<file path="src/hdl/rlqt_pkg.sv">
// Package for the radio link quality tally: widths, codes, control types and
// small helpers shared by the interfaces, controller, divider and datapath.
// Depends on nothing.
`timescale 1ns / 1ps

package rlqt_pkg;

    localparam int COUNT_BITS  = 16;
    localparam int RTT_W       = 32;
    localparam int RTT_TOTAL_W = 48;
    localparam int SUM_W       = 24;
    localparam int BYTE_W      = 8;
    localparam int PCT_W       = 7;
    localparam int CMD_W       = 2;
    localparam int ECHO_OUT_W  = 16;
    localparam int CFG_IDX_W   = 2;
    localparam int CFG_DATA_W  = 8;

    localparam int LOSS_DVD_W  = COUNT_BITS + 8;
    localparam int SHORT_W     = (LOSS_DVD_W > SUM_W) ? LOSS_DVD_W : SUM_W;
    localparam int STEP_W      = $clog2(RTT_TOTAL_W + 1);

    localparam logic [COUNT_BITS-1:0]  CNT_MAX       = {COUNT_BITS{1'b1}};
    localparam logic [RTT_TOTAL_W-1:0] RTT_TOTAL_MAX = {RTT_TOTAL_W{1'b1}};
    localparam logic [RTT_W-1:0]       RTT_ALL_ONES  = {RTT_W{1'b1}};
    localparam logic signed [SUM_W-1:0] SUM_MAX = {1'b0, {(SUM_W-1){1'b1}}};
    localparam logic signed [SUM_W-1:0] SUM_MIN = {1'b1, {(SUM_W-1){1'b0}}};
    localparam logic [PCT_W-1:0]       PCT_FULL      = 7'd100;
    localparam logic signed [BYTE_W-1:0] AVG_POS_MAX = 8'sd127;
    localparam logic signed [BYTE_W-1:0] AVG_NEG_MIN = -8'sd128;

    localparam logic [PCT_W-1:0]  LOSS_MARGINAL_RST = 7'd20;
    localparam logic [PCT_W-1:0]  LOSS_USABLE_RST   = 7'd5;
    localparam logic signed [BYTE_W-1:0] SNR_MARGINAL_RST = -8'sd20;
    localparam logic signed [BYTE_W-1:0] SNR_GOOD_RST     = 8'sd20;

    typedef enum logic [CMD_W-1:0] {
        CMD_CLEAR = 2'd0,
        CMD_PROBE = 2'd1,
        CMD_ECHO  = 2'd2
    } t_cmd;

    typedef enum logic [1:0] {
        VERDICT_NO_LINK  = 2'd0,
        VERDICT_MARGINAL = 2'd1,
        VERDICT_USABLE   = 2'd2,
        VERDICT_GOOD     = 2'd3
    } t_verdict;

    typedef enum logic [CFG_IDX_W-1:0] {
        CFG_LOSS_MARGINAL = 2'd0,
        CFG_LOSS_USABLE   = 2'd1,
        CFG_SNR_MARGINAL  = 2'd2,
        CFG_SNR_GOOD      = 2'd3
    } t_cfg_reg;

    typedef enum logic [2:0] {
        OP_LOSS   = 3'd0,
        OP_RTT    = 3'd1,
        OP_RSSI_L = 3'd2,
        OP_RSSI_R = 3'd3,
        OP_SNR_L  = 3'd4,
        OP_SNR_R  = 3'd5
    } t_div_op;

    typedef enum logic [2:0] {
        S_IDLE   = 3'd0,
        S_UPDATE = 3'd1,
        S_LOAD   = 3'd2,
        S_RUN    = 3'd3,
        S_STORE  = 3'd4,
        S_EMIT   = 3'd5
    } t_state;

    typedef struct packed {
        logic    capture;
        logic    update;
        logic    div_load;
        logic    div_step;
        logic    div_store;
        logic    emit;
        t_div_op op;
    } t_dp_cmd;

    typedef struct packed {
        logic out_free;
    } t_dp_sts;

    typedef struct packed {
        logic [CMD_W-1:0]         cmd;
        logic [RTT_W-1:0]         rtt_ms;
        logic signed [BYTE_W-1:0] rssi_local;
        logic signed [BYTE_W-1:0] snr_local_q;
        logic signed [BYTE_W-1:0] rssi_remote;
        logic signed [BYTE_W-1:0] snr_remote_q;
    } t_in_item;

    function automatic logic [STEP_W-1:0] div_steps(input t_div_op op);
        logic [STEP_W-1:0] steps;
        if (op == OP_RTT) begin
            steps = STEP_W'(RTT_TOTAL_W);
        end else begin
            steps = STEP_W'(SHORT_W);
        end
        return steps;
    endfunction

endpackage

</file>
<file path="src/hdl/rlqt_if.sv">
// Valid/ready channel interfaces of the link quality tally: input events,
// result beats and configuration writes. Depends on rlqt_pkg.
`timescale 1ns / 1ps

interface rlqt_in_if import rlqt_pkg::*; ();
    logic                     valid;
    logic                     ready;
    logic [CMD_W-1:0]         cmd;
    logic [RTT_W-1:0]         rtt_ms;
    logic signed [BYTE_W-1:0] rssi_local;
    logic signed [BYTE_W-1:0] snr_local_q;
    logic signed [BYTE_W-1:0] rssi_remote;
    logic signed [BYTE_W-1:0] snr_remote_q;

    modport source (output valid, cmd, rtt_ms, rssi_local, snr_local_q, rssi_remote,
                    snr_remote_q, input ready);
    modport sink (input valid, cmd, rtt_ms, rssi_local, snr_local_q, rssi_remote,
                  snr_remote_q, output ready);
endinterface

interface rlqt_out_if import rlqt_pkg::*; ();
    logic                     valid;
    logic                     ready;
    logic [ECHO_OUT_W-1:0]    echo_count;
    logic [PCT_W-1:0]         loss_pct;
    logic [1:0]               verdict;
    logic [RTT_W-1:0]         rtt_min;
    logic [RTT_W-1:0]         rtt_avg;
    logic [RTT_W-1:0]         rtt_max;
    logic signed [BYTE_W-1:0] rssi_local_avg;
    logic signed [BYTE_W-1:0] rssi_local_worst;
    logic signed [BYTE_W-1:0] rssi_remote_avg;
    logic signed [BYTE_W-1:0] rssi_remote_worst;
    logic signed [BYTE_W-1:0] snr_local_avg_q;
    logic signed [BYTE_W-1:0] snr_remote_avg_q;

    modport source (output valid, echo_count, loss_pct, verdict, rtt_min, rtt_avg, rtt_max,
                    rssi_local_avg, rssi_local_worst, rssi_remote_avg, rssi_remote_worst,
                    snr_local_avg_q, snr_remote_avg_q, input ready);
    modport sink (input valid, echo_count, loss_pct, verdict, rtt_min, rtt_avg, rtt_max,
                  rssi_local_avg, rssi_local_worst, rssi_remote_avg, rssi_remote_worst,
                  snr_local_avg_q, snr_remote_avg_q, output ready);
endinterface

interface rlqt_cfg_if import rlqt_pkg::*; ();
    logic                  valid;
    logic                  ready;
    logic [CFG_IDX_W-1:0]  reg_index;
    logic [CFG_DATA_W-1:0] wdata;

    modport source (output valid, reg_index, wdata, input ready);
    modport sink (input valid, reg_index, wdata, output ready);
endinterface

</file>
<file path="src/hdl/rlqt_ctrl.sv">
// Controller of the link quality tally: sequences the tally update, the six
// divisions on the shared divider and the result beat. Depends on rlqt_pkg.
`timescale 1ns / 1ps

module rlqt_ctrl import rlqt_pkg::*; (
    input  logic    i_clk,
    input  logic    i_rst_n,
    input  logic    i_in_valid,
    output logic    o_in_ready,
    input  t_dp_sts i_sts,
    output t_dp_cmd o_cmd
);

    t_state            r_state, n_state;
    t_div_op           r_op, n_op;
    logic [STEP_W-1:0] r_cnt, n_cnt;

    always_ff @(posedge i_clk) begin
        if (!i_rst_n) begin
            r_state <= S_IDLE;
            r_op    <= OP_LOSS;
            r_cnt   <= '0;
        end else begin
            r_state <= n_state;
            r_op    <= n_op;
            r_cnt   <= n_cnt;
        end
    end

    always_comb begin
        n_state = r_state;
        n_op    = r_op;
        n_cnt   = r_cnt;
        case (r_state)
            S_IDLE: begin
                if (i_in_valid) begin
                    n_state = S_UPDATE;
                end
            end
            S_UPDATE: begin
                n_state = S_LOAD;
                n_op    = OP_LOSS;
            end
            S_LOAD: begin
                n_state = S_RUN;
                n_cnt   = div_steps(r_op);
            end
            S_RUN: begin
                n_cnt = r_cnt - STEP_W'(1);
                if (r_cnt == STEP_W'(1)) begin
                    n_state = S_STORE;
                end
            end
            S_STORE: begin
                if (r_op == OP_SNR_R) begin
                    n_state = S_EMIT;
                end else begin
                    n_state = S_LOAD;
                    n_op    = t_div_op'(r_op + 3'd1);
                end
            end
            S_EMIT: begin
                if (i_sts.out_free) begin
                    n_state = S_IDLE;
                end
            end
            default: begin
                n_state = S_IDLE;
            end
        endcase
    end

    always_comb begin
        o_cmd      = '0;
        o_cmd.op   = r_op;
        o_in_ready = 1'b0;
        case (r_state)
            S_IDLE: begin
                o_in_ready    = 1'b1;
                o_cmd.capture = i_in_valid;
            end
            S_UPDATE: begin
                o_cmd.update = 1'b1;
            end
            S_LOAD: begin
                o_cmd.div_load = 1'b1;
            end
            S_RUN: begin
                o_cmd.div_step = 1'b1;
            end
            S_STORE: begin
                o_cmd.div_store = 1'b1;
            end
            S_EMIT: begin
                o_cmd.emit = i_sts.out_free;
            end
            default: begin
                o_cmd.update = 1'b0;
            end
        endcase
    end

endmodule

</file>
<file path="src/hdl/rlqt_div.sv">
// Shared restoring divider of the link quality tally, one quotient bit per
// cycle while i_step is high, over a left-aligned dividend. Depends on rlqt_pkg.
`timescale 1ns / 1ps

module rlqt_div import rlqt_pkg::*; (
    input  logic                   i_clk,
    input  logic                   i_load,
    input  logic                   i_step,
    input  logic [RTT_TOTAL_W-1:0] i_dividend,
    input  logic [COUNT_BITS-1:0]  i_divisor,
    output logic [RTT_TOTAL_W-1:0] o_quotient
);

    logic [RTT_TOTAL_W-1:0] r_quo;
    logic [COUNT_BITS-1:0]  r_rem;
    logic [COUNT_BITS-1:0]  r_dsr;
    logic [COUNT_BITS:0]    rem_sh;
    logic                   ge;

    assign rem_sh = {r_rem, r_quo[RTT_TOTAL_W-1]};
    assign ge     = rem_sh >= {1'b0, r_dsr};

    always_ff @(posedge i_clk) begin
        if (i_load) begin
            r_quo <= i_dividend;
            r_rem <= '0;
            r_dsr <= i_divisor;
        end else if (i_step) begin
            r_quo <= {r_quo[RTT_TOTAL_W-2:0], ge};
            r_rem <= ge ? COUNT_BITS'(rem_sh - {1'b0, r_dsr}) : COUNT_BITS'(rem_sh);
        end
    end

    assign o_quotient = r_quo;

endmodule

</file>
<file path="src/hdl/rlqt_dp.sv">
// Datapath of the link quality tally: threshold registers, tallies, divider
// operand selection, averages, verdict and the result register.
// Depends on rlqt_pkg, rlqt_if and rlqt_div.
`timescale 1ns / 1ps

module rlqt_dp import rlqt_pkg::*; (
    input  logic             i_clk,
    input  logic             i_rst_n,
    input  t_in_item         i_item,
    input  t_dp_cmd          i_cmd,
    output t_dp_sts          o_sts,
    rlqt_cfg_if.sink         i_cfg,
    rlqt_out_if.source       o_out
);

    function automatic logic signed [SUM_W-1:0] sat_add(
        input logic signed [SUM_W-1:0]  total,
        input logic signed [BYTE_W-1:0] x
    );
        logic signed [SUM_W:0] s;
        logic signed [SUM_W-1:0] r;
        s = {total[SUM_W-1], total} + (SUM_W+1)'(x);
        if (s > (SUM_W+1)'(SUM_MAX)) begin
            r = SUM_MAX;
        end else if (s < (SUM_W+1)'(SUM_MIN)) begin
            r = SUM_MIN;
        end else begin
            r = SUM_W'(s);
        end
        return r;
    endfunction

    logic [PCT_W-1:0]         r_loss_marg, r_loss_usable;
    logic signed [BYTE_W-1:0] r_snr_marg, r_snr_good;

    t_in_item                 r_item;

    logic [COUNT_BITS-1:0]    r_probes, r_echoes;
    logic [RTT_TOTAL_W-1:0]   r_rtt_total;
    logic [RTT_W-1:0]         r_rtt_low, r_rtt_high;
    logic signed [SUM_W-1:0]  r_rl_sum, r_rr_sum, r_sl_sum, r_sr_sum;
    logic signed [BYTE_W-1:0] r_rl_low, r_rr_low;

    logic [PCT_W-1:0]         r_loss;
    logic [RTT_W-1:0]         r_rtt_avg;
    logic signed [BYTE_W-1:0] r_rl_avg, r_rr_avg, r_sl_avg, r_sr_avg;

    logic                     r_out_valid;

    logic [RTT_TOTAL_W:0]     rtt_add;
    logic [COUNT_BITS-1:0]    lost;
    logic [LOSS_DVD_W-1:0]    loss_dvd;
    logic signed [SUM_W-1:0]  sel_sum;
    logic                     sel_neg;
    logic [SUM_W-1:0]         sel_abs;
    logic [SHORT_W-1:0]       short_dvd;
    logic [RTT_TOTAL_W-1:0]   dividend;
    logic [COUNT_BITS-1:0]    divisor;
    logic [RTT_TOTAL_W-1:0]   quotient;
    logic [SHORT_W-1:0]       mag;
    logic signed [BYTE_W-1:0] avg_val;
    logic signed [BYTE_W-1:0] snr_worse;
    t_verdict                 verdict;
    logic                     no_echo;

    assign i_cfg.ready = 1'b1;

    always_ff @(posedge i_clk) begin
        if (!i_rst_n) begin
            r_loss_marg   <= LOSS_MARGINAL_RST;
            r_loss_usable <= LOSS_USABLE_RST;
            r_snr_marg    <= SNR_MARGINAL_RST;
            r_snr_good    <= SNR_GOOD_RST;
        end else if (i_cfg.valid) begin
            case (t_cfg_reg'(i_cfg.reg_index))
                CFG_LOSS_MARGINAL: r_loss_marg   <= PCT_W'(i_cfg.wdata);
                CFG_LOSS_USABLE:   r_loss_usable <= PCT_W'(i_cfg.wdata);
                CFG_SNR_MARGINAL:  r_snr_marg    <= i_cfg.wdata;
                CFG_SNR_GOOD:      r_snr_good    <= i_cfg.wdata;
                default:           r_snr_good    <= r_snr_good;
            endcase
        end
    end

    always_ff @(posedge i_clk) begin
        if (i_cmd.capture) begin
            r_item <= i_item;
        end
    end

    assign no_echo = (r_echoes == '0);
    assign rtt_add = {1'b0, r_rtt_total} + (RTT_TOTAL_W+1)'(r_item.rtt_ms);

    always_ff @(posedge i_clk) begin
        if (!i_rst_n) begin
            r_probes    <= '0;
            r_echoes    <= '0;
            r_rtt_total <= '0;
            r_rtt_low   <= RTT_ALL_ONES;
            r_rtt_high  <= '0;
            r_rl_sum    <= '0;
            r_rr_sum    <= '0;
            r_sl_sum    <= '0;
            r_sr_sum    <= '0;
            r_rl_low    <= '0;
            r_rr_low    <= '0;
        end else if (i_cmd.update) begin
            case (t_cmd'(r_item.cmd))
                CMD_CLEAR: begin
                    r_probes    <= '0;
                    r_echoes    <= '0;
                    r_rtt_total <= '0;
                    r_rtt_low   <= RTT_ALL_ONES;
                    r_rtt_high  <= '0;
                    r_rl_sum    <= '0;
                    r_rr_sum    <= '0;
                    r_sl_sum    <= '0;
                    r_sr_sum    <= '0;
                    r_rl_low    <= '0;
                    r_rr_low    <= '0;
                end
                CMD_PROBE: begin
                    if (r_probes != CNT_MAX) begin
                        r_probes <= r_probes + COUNT_BITS'(1);
                    end
                end
                CMD_ECHO: begin
                    if (r_echoes != CNT_MAX) begin
                        r_echoes    <= r_echoes + COUNT_BITS'(1);
                        r_rtt_total <= rtt_add[RTT_TOTAL_W] ? RTT_TOTAL_MAX
                                                            : rtt_add[RTT_TOTAL_W-1:0];
                        if (r_item.rtt_ms < r_rtt_low) begin
                            r_rtt_low <= r_item.rtt_ms;
                        end
                        if (r_item.rtt_ms > r_rtt_high) begin
                            r_rtt_high <= r_item.rtt_ms;
                        end
                        r_rl_sum <= sat_add(r_rl_sum, r_item.rssi_local);
                        r_rr_sum <= sat_add(r_rr_sum, r_item.rssi_remote);
                        r_sl_sum <= sat_add(r_sl_sum, r_item.snr_local_q);
                        r_sr_sum <= sat_add(r_sr_sum, r_item.snr_remote_q);
                        if (no_echo || r_item.rssi_local < r_rl_low) begin
                            r_rl_low <= r_item.rssi_local;
                        end
                        if (no_echo || r_item.rssi_remote < r_rr_low) begin
                            r_rr_low <= r_item.rssi_remote;
                        end
                    end
                end
                default: begin
                    r_probes <= r_probes;
                end
            endcase
        end
    end

    assign lost     = (r_probes > r_echoes) ? (r_probes - r_echoes) : '0;
    assign loss_dvd = LOSS_DVD_W'(lost) * LOSS_DVD_W'(PCT_FULL)
                    + LOSS_DVD_W'(r_probes >> 1);

    always_comb begin
        case (i_cmd.op)
            OP_RSSI_L: sel_sum = r_rl_sum;
            OP_RSSI_R: sel_sum = r_rr_sum;
            OP_SNR_L:  sel_sum = r_sl_sum;
            OP_SNR_R:  sel_sum = r_sr_sum;
            default:   sel_sum = '0;
        endcase
    end

    assign sel_neg = sel_sum[SUM_W-1];
    assign sel_abs = sel_neg ? SUM_W'(-sel_sum) : SUM_W'(sel_sum);

    always_comb begin
        short_dvd = SHORT_W'(sel_abs);
        divisor   = r_echoes;
        dividend  = {short_dvd, {(RTT_TOTAL_W-SHORT_W){1'b0}}};
        case (i_cmd.op)
            OP_LOSS: begin
                short_dvd = SHORT_W'(loss_dvd);
                divisor   = r_probes;
                dividend  = {short_dvd, {(RTT_TOTAL_W-SHORT_W){1'b0}}};
            end
            OP_RTT: begin
                dividend = r_rtt_total;
            end
            default: begin
                divisor = r_echoes;
            end
        endcase
    end

    rlqt_div u_div (
        .i_clk      (i_clk),
        .i_load     (i_cmd.div_load),
        .i_step     (i_cmd.div_step),
        .i_dividend (dividend),
        .i_divisor  (divisor),
        .o_quotient (quotient)
    );

    assign mag = quotient[SHORT_W-1:0];

    always_comb begin
        if (no_echo) begin
            avg_val = '0;
        end else if (sel_neg) begin
            if (mag > SHORT_W'(-AVG_NEG_MIN)) begin
                avg_val = AVG_NEG_MIN;
            end else begin
                avg_val = BYTE_W'(-(mag[BYTE_W:0]));
            end
        end else if (mag > SHORT_W'(AVG_POS_MAX)) begin
            avg_val = AVG_POS_MAX;
        end else begin
            avg_val = BYTE_W'(mag);
        end
    end

    always_ff @(posedge i_clk) begin
        if (i_cmd.div_store) begin
            case (i_cmd.op)
                OP_LOSS:   r_loss    <= (r_probes == '0) ? PCT_FULL : PCT_W'(quotient);
                OP_RTT:    r_rtt_avg <= no_echo ? '0 : RTT_W'(quotient);
                OP_RSSI_L: r_rl_avg  <= avg_val;
                OP_RSSI_R: r_rr_avg  <= avg_val;
                OP_SNR_L:  r_sl_avg  <= avg_val;
                OP_SNR_R:  r_sr_avg  <= avg_val;
                default:   r_loss    <= r_loss;
            endcase
        end
    end

    assign snr_worse = (r_sl_avg < r_sr_avg) ? r_sl_avg : r_sr_avg;

    always_comb begin
        if (no_echo) begin
            verdict = VERDICT_NO_LINK;
        end else if (r_loss > r_loss_marg || snr_worse < r_snr_marg) begin
            verdict = VERDICT_MARGINAL;
        end else if (r_loss > r_loss_usable || snr_worse < r_snr_good) begin
            verdict = VERDICT_USABLE;
        end else begin
            verdict = VERDICT_GOOD;
        end
    end

    always_ff @(posedge i_clk) begin
        if (!i_rst_n) begin
            r_out_valid <= 1'b0;
        end else if (i_cmd.emit) begin
            r_out_valid <= 1'b1;
        end else if (o_out.ready) begin
            r_out_valid <= 1'b0;
        end
    end

    always_ff @(posedge i_clk) begin
        if (i_cmd.emit) begin
            o_out.echo_count        <= ECHO_OUT_W'(r_echoes);
            o_out.loss_pct          <= r_loss;
            o_out.verdict           <= verdict;
            o_out.rtt_min           <= r_rtt_low;
            o_out.rtt_avg           <= r_rtt_avg;
            o_out.rtt_max           <= r_rtt_high;
            o_out.rssi_local_avg    <= r_rl_avg;
            o_out.rssi_local_worst  <= r_rl_low;
            o_out.rssi_remote_avg   <= r_rr_avg;
            o_out.rssi_remote_worst <= r_rr_low;
            o_out.snr_local_avg_q   <= r_sl_avg;
            o_out.snr_remote_avg_q  <= r_sr_avg;
        end
    end

    assign o_out.valid    = r_out_valid;
    assign o_sts.out_free = !r_out_valid || o_out.ready;

endmodule

</file>
<file path="src/hdl/radio_link_quality_tally_core.sv">
// Radio link quality tally, top level. Joins the controller and the datapath.
// Depends on rlqt_pkg, rlqt_if, rlqt_ctrl and rlqt_dp.
//
// The i_in channel takes one event beat at a time: clear, probe sent, or
// echo received with its round-trip time, RSSI and quarter-dB SNR. Every
// accepted beat yields exactly one result beat on o_out carrying the echo
// count, rounded loss percentage, RTT minimum, average and maximum, the
// RSSI and SNR averages, the worst RSSI values and the link verdict.
// The i_cfg channel writes the four verdict thresholds and is always ready;
// write it only while no event is in progress.
// After acceptance an event passes through one tally update, then six
// divisions on the single shared bit-serial divider (the RTT average takes
// 48 steps, the loss and the four signed averages 24 each), each with a
// load state before its steps and a store state after them, and at last
// the result register is loaded. The next event is accepted in the cycle
// after the result is loaded, so no event is taken while one is in progress.
// If o_out stalls, the next event is still accepted and processed; its
// result waits until the held beat has been taken.
// Synchronous reset restores the default thresholds and clears all tallies.
`timescale 1ns / 1ps

module radio_link_quality_tally_core import rlqt_pkg::*; (
    input  logic        i_clk,
    input  logic        i_rst_n,
    rlqt_in_if.sink     i_in,
    rlqt_out_if.source  o_out,
    rlqt_cfg_if.sink    i_cfg
);

    t_dp_cmd  dp_cmd;
    t_dp_sts  dp_sts;
    t_in_item item;
    logic     in_ready;

    assign item.cmd          = i_in.cmd;
    assign item.rtt_ms       = i_in.rtt_ms;
    assign item.rssi_local   = i_in.rssi_local;
    assign item.snr_local_q  = i_in.snr_local_q;
    assign item.rssi_remote  = i_in.rssi_remote;
    assign item.snr_remote_q = i_in.snr_remote_q;
    assign i_in.ready        = in_ready;

    rlqt_ctrl u_ctrl (
        .i_clk      (i_clk),
        .i_rst_n    (i_rst_n),
        .i_in_valid (i_in.valid),
        .o_in_ready (in_ready),
        .i_sts      (dp_sts),
        .o_cmd      (dp_cmd)
    );

    rlqt_dp u_dp (
        .i_clk   (i_clk),
        .i_rst_n (i_rst_n),
        .i_item  (item),
        .i_cmd   (dp_cmd),
        .o_sts   (dp_sts),
        .i_cfg   (i_cfg),
        .o_out   (o_out)
    );

endmodule
</file>
<file path="src/flat_wrapper.sv">
// flat-port wrapper written by rule: the top's interface ports become plain ports
module radio_link_quality_tally_core_flat import rlqt_pkg::*;
  (i_clk, i_rst_n, i_in_valid, i_in_cmd, i_in_rtt_ms, i_in_rssi_local, i_in_snr_local_q, i_in_rssi_remote, i_in_snr_remote_q, i_in_ready, o_out_valid, o_out_echo_count, o_out_loss_pct, o_out_verdict, o_out_rtt_min, o_out_rtt_avg, o_out_rtt_max, o_out_rssi_local_avg, o_out_rssi_local_worst, o_out_rssi_remote_avg, o_out_rssi_remote_worst, o_out_snr_local_avg_q, o_out_snr_remote_avg_q, o_out_ready, i_cfg_valid, i_cfg_reg_index, i_cfg_wdata, i_cfg_ready);
  rlqt_in_if i_in_i ();
  rlqt_out_if o_out_i ();
  rlqt_cfg_if i_cfg_i ();
  input  logic i_clk;
  input  logic i_rst_n;
  input wire logic [$bits(i_in_i.valid)-1:0] i_in_valid;
  input wire logic [$bits(i_in_i.cmd)-1:0] i_in_cmd;
  input wire logic [$bits(i_in_i.rtt_ms)-1:0] i_in_rtt_ms;
  input wire logic [$bits(i_in_i.rssi_local)-1:0] i_in_rssi_local;
  input wire logic [$bits(i_in_i.snr_local_q)-1:0] i_in_snr_local_q;
  input wire logic [$bits(i_in_i.rssi_remote)-1:0] i_in_rssi_remote;
  input wire logic [$bits(i_in_i.snr_remote_q)-1:0] i_in_snr_remote_q;
  output wire logic [$bits(i_in_i.ready)-1:0] i_in_ready;
  output wire logic [$bits(o_out_i.valid)-1:0] o_out_valid;
  output wire logic [$bits(o_out_i.echo_count)-1:0] o_out_echo_count;
  output wire logic [$bits(o_out_i.loss_pct)-1:0] o_out_loss_pct;
  output wire logic [$bits(o_out_i.verdict)-1:0] o_out_verdict;
  output wire logic [$bits(o_out_i.rtt_min)-1:0] o_out_rtt_min;
  output wire logic [$bits(o_out_i.rtt_avg)-1:0] o_out_rtt_avg;
  output wire logic [$bits(o_out_i.rtt_max)-1:0] o_out_rtt_max;
  output wire logic [$bits(o_out_i.rssi_local_avg)-1:0] o_out_rssi_local_avg;
  output wire logic [$bits(o_out_i.rssi_local_worst)-1:0] o_out_rssi_local_worst;
  output wire logic [$bits(o_out_i.rssi_remote_avg)-1:0] o_out_rssi_remote_avg;
  output wire logic [$bits(o_out_i.rssi_remote_worst)-1:0] o_out_rssi_remote_worst;
  output wire logic [$bits(o_out_i.snr_local_avg_q)-1:0] o_out_snr_local_avg_q;
  output wire logic [$bits(o_out_i.snr_remote_avg_q)-1:0] o_out_snr_remote_avg_q;
  input wire logic [$bits(o_out_i.ready)-1:0] o_out_ready;
  input wire logic [$bits(i_cfg_i.valid)-1:0] i_cfg_valid;
  input wire logic [$bits(i_cfg_i.reg_index)-1:0] i_cfg_reg_index;
  input wire logic [$bits(i_cfg_i.wdata)-1:0] i_cfg_wdata;
  output wire logic [$bits(i_cfg_i.ready)-1:0] i_cfg_ready;
  assign i_in_i.valid = i_in_valid;
  assign i_in_i.cmd = i_in_cmd;
  assign i_in_i.rtt_ms = i_in_rtt_ms;
  assign i_in_i.rssi_local = i_in_rssi_local;
  assign i_in_i.snr_local_q = i_in_snr_local_q;
  assign i_in_i.rssi_remote = i_in_rssi_remote;
  assign i_in_i.snr_remote_q = i_in_snr_remote_q;
  assign i_in_ready = i_in_i.ready;
  assign o_out_valid = o_out_i.valid;
  assign o_out_echo_count = o_out_i.echo_count;
  assign o_out_loss_pct = o_out_i.loss_pct;
  assign o_out_verdict = o_out_i.verdict;
  assign o_out_rtt_min = o_out_i.rtt_min;
  assign o_out_rtt_avg = o_out_i.rtt_avg;
  assign o_out_rtt_max = o_out_i.rtt_max;
  assign o_out_rssi_local_avg = o_out_i.rssi_local_avg;
  assign o_out_rssi_local_worst = o_out_i.rssi_local_worst;
  assign o_out_rssi_remote_avg = o_out_i.rssi_remote_avg;
  assign o_out_rssi_remote_worst = o_out_i.rssi_remote_worst;
  assign o_out_snr_local_avg_q = o_out_i.snr_local_avg_q;
  assign o_out_snr_remote_avg_q = o_out_i.snr_remote_avg_q;
  assign o_out_i.ready = o_out_ready;
  assign i_cfg_i.valid = i_cfg_valid;
  assign i_cfg_i.reg_index = i_cfg_reg_index;
  assign i_cfg_i.wdata = i_cfg_wdata;
  assign i_cfg_ready = i_cfg_i.ready;
  radio_link_quality_tally_core u_core (.i_clk(i_clk), .i_rst_n(i_rst_n), .i_in(i_in_i), .o_out(o_out_i), .i_cfg(i_cfg_i));
endmodule
</file>
<file path="config.mk">
export PLATFORM = sky130hd
export DESIGN_NAME = radio_link_quality_tally_core_flat
export DESIGN_NICKNAME = d
export VERILOG_FILES = /design/src/hdl/rlqt_pkg.sv /design/src/hdl/rlqt_if.sv /design/src/hdl/rlqt_ctrl.sv /design/src/hdl/rlqt_div.sv /design/src/hdl/rlqt_dp.sv /design/src/hdl/radio_link_quality_tally_core.sv /design/src/flat_wrapper.sv
export SDC_FILE = /design/constraint.sdc
export NUM_CORES = 2
export LEC_CHECK = 0
export BUFFER_PORTS_ARGS = -buffer_cell sky130_fd_sc_hd__buf_4
export CORE_UTILIZATION = 60
export DETAILED_ROUTE_END_ITERATION = 7
export GPL_TIMING_DRIVEN = 0
export PLACE_DENSITY = 0.81
export SYNTH_ARGS = -nofsm -noshare
export SYNTH_HDL_FRONTEND = slang
export SYNTH_HIERARCHICAL = 1
export SYNTH_SLANG_ARGS = --single-unit
</file>
<file path="constraint.sdc">
create_clock -name i_clk -period 22.1 [get_ports i_clk]
set_input_delay 4.42 -clock i_clk [delete_from_list [all_inputs] [get_ports i_clk]]
set_output_delay 4.42 -clock i_clk [all_outputs]
set_load 0.1 [all_outputs]
</file>
==> results.ini <==
[synthesis]
synth_seq_cells=685
synthCells=4112
synthTopCellsByArea=edfxtp_1 (28%), dfxtp_1 (16%), ha_1 (11%)
ys_seq_area_share_pct=43.4
synth_top_area_share_pct=27.7
synth_nets=4558
syn_area_um2=40200
synth-edff-count=370
yosys_warnings=6
avgSynthCellArea_um2=9.77
synthArstFlopShare_pct=0
synth.distinct_cells=104
ys.flop_type=edfxtp_1
synth_top_area_cell=edfxtp_1

[routing]
drtIter0Drc=3599
drc=44
dr.pass1.iters=8
via_count=33700
via_per_inst=6.28
wl_um=113000
ant_nets=0
wire_per_inst_um=21.1

[layout]
finalNonFillerCells=5366
multi_input_area_um2=21000
seqCellArea_um2=17400
diodes=0
nets=4888
layout_common_cells=nand2_1 (401), edfxtp_1 (370), ha_1 (346), dfxtp_1 (315), a21oi_1 (272)
nFillCells=4874
postLayoutCoreUtil_pct=69.3
syn_to_final_growth_pct=13.9
final_common_cell=nand2_1
drive_above_1_share_pct=11.4

[grt]
gr-total-overflow=0
grt_max_degree=69
antenna_found_initial=3
grt_pass1_vias=31440
grt_first_pass_wirelength_um=173000
gr-usage-all-layers_pct=32.5

[floorplan]
die_h_um=261
dieArea_um2=68000
start_util_pct=60.9
rows=94
coreArea_um2=66000
pin_count=253
die_w_um=261

[place]
dp_hpwl_um=85300
gp_congestion=1.01
portBuffers=251
dp.cells=5231
pre_cts_ws_ns=13.46

[power_and_ir_drop]
switching_share_pct=28.4
p_per_area_nw_per_um2=72.5
vdd_drop_max_v=0.0000654
power_frac_clock_pct=38.5
combPwrFrac_pct=17.9
seq_power_share_pct=43.6
p_switching_w=0.000940
p_int_w=0.00237
power_leakage_nw=18.6

[cts]
cts_inserted_buffers=73
holdBufCountCts=0
clk_pin_slew_worst_paths_ns=0.06
h-tree-depth=3
cts_setup_buffers=0
cts_buffer_depth=3
clk_latency_ns=0.64
clock-sinks=685
cts_tree=built
post_cts_resized=0
cts_root_buf=clkbuf_16

[timing]
fmax_ghz=0.115
clock_skew_ns=0.0251
finalSetupViolCount=0
worst-slew-pin-transition_ns=1.30
min_period_ns=8.72
hold_viol=0
finalSetupTns_ns=0
worst_slack_ns=13.38
max_slew_margin_pct=12.2
slew_violations=0
holdWs_ns=0.417
grt_setup_unrepaired=false
fin_crit_sh_pct=39.4

[critical_path]
crit_slowest_cell=a2111oi_0
ff2ff_path_depth=30
cp-start-kind=register
crit_path_end_kind=register
critPathKind=register to register
critPathMaxStageDelay_ns=0.64
crit_path_max_fanout=10
crit_required_ns=22.48
startpoint=u_core/u_dp/r_probes[0]
r2r_start=u_core/u_dp/r_probes[0]
worst-endpoint-arrival_ns=9.09
cpMostUsedCell=ha_1

[flow_run]
max-cap-violations=0

[hold_path]
hold_path_depth=0
hold_class=register to register
hp-start=u_core/u_dp/r_rtt_avg[29]

[outcome]
status=finished, violations left
violations=design-rule violations

flip-flops by register name (all words and copies together), names as in the netlist, 32 cells and up:
| signal | count |
|---|---|
| u_core/u_dp/o_out.rtt_avg | 32 |
| u_core/u_dp/o_out.rtt_max | 32 |
| u_core/u_dp/u_div/o_quotient | 48 |
| u_core/u_dp/r_rtt_total | 48 |
| u_core/u_dp/o_out.rtt_min | 32 |
| u_core/u_dp/r_rtt_avg | 32 |
| u_core/u_dp/r_item | 66 |
| u_core/u_dp/r_rtt_low | 32 |
| u_core/u_dp/r_rtt_high | 32 |
area by class of cell:
cell class / count / area share, %
Clock inverter: 30 / 0.982
Tap cell: 864 / 2.36
Inverter: 268 / 2.20
Buffer: 164 / 1.55
Clock buffer: 105 / 4.48
Multi-Input combinational cell: 2995 / 46.0
Sequential cell: 685 / 38.1
Timing Repair Buffer: 255 / 4.33
synth_stat cells, types with 19 or more instances:
library cell / n
a211oi_1: 38
a21o_1: 109
a21oi_1: 272
a22o_1: 39
a22oi_1: 26
a31oi_1: 95
and2_1: 52
and3_1: 45
buf_2: 25
clkbuf_1: 116
dfxtp_1: 315
edfxtp_1: 370
fa_1: 19
ha_1: 346
inv_1: 265
mux2_2: 58
mux2i_1: 72
nand2_1: 402
nand2b_1: 59
nand3_1: 79
nand4_1: 53
nor2_1: 234
nor2b_1: 37
nor3_1: 62
nor4_1: 55
o211ai_1: 25
o21a_1: 41
o21ai_0: 222
o21bai_1: 21
o22ai_1: 26
o31ai_1: 23
or3_1: 26
xnor2_1: 118
xor2_1: 65
worst max-delay path, delay by kind of cell (launching register included):
family | cells | cell delay (ns)
compound gates | 13 | 3.26
mux | 1 | 0.26
buf+inv | 3 | 0.61
fa+ha+maj | 7 | 2.44
simple gates | 4 | 1.14
xor+xnor | 2 | 0.32
flops | 1 | 0.42
worst paths after layout:
kind	to	slack, ns
setup / recovery	u_core/u_dp/u_div/o_quotient[46]	13.38
hold / removal	u_core/u_dp/o_out.rtt_avg[29]	0.42
setup reg to reg	u_core/u_dp/u_div/o_quotient[46]	13.38
hold reg to reg	u_core/u_dp/o_out.rtt_avg[29]	0.42
power by group through the flow:
stage / sequential (W) / combinational (W) / clock, W
floorplan: 0.00145 / 0.000436 / 0
global placement: 0.00147 / 0.000558 / 0
detailed placement: 0.00147 / 0.000574 / 0
CTS: 0.00144 / 0.000580 / 0.00129
global route: 0.00145 / 0.000651 / 0.00134
finish: 0.00145 / 0.000593 / 0.00128
per-stage QoR:
step / cell area [µm²] / total power [W]
after floorplan: 40200 / 0.00188
after global placement: 43100 / 0.00203
after detailed placement: 43200 / 0.00204
after CTS: 45700 / 0.00331
after global routing: 45700 / 0.00344
final: 45700 / 0.00331
routing by layer:
metal / share of wire [%] / vias up / GRT usage, %
met1: 41 / 16005 / 42.4
met4: 4.5 / 0 / 14.4
met3: 8.3 / 290 / 4.51
li1: - / 15860 / -
met2: 47 / 1545 / 53.9
met5: 0 / - / 0
kinds of logic (layout without fill, tap and decap cells):
logic type,after synthesis,in the layout,synth area share [%]
fa+ha+maj,375,375,12.0
buf+inv,432,822,4.27
compound gates,1124,1124,18.6
flops,685,685,43.4
simple gates,1182,1182,14.4
xor+xnor,183,183,3.99
other cells,1,1,0.00934
mux,130,130,3.42
Note: power is estimated with default switching activity, not from simulation.
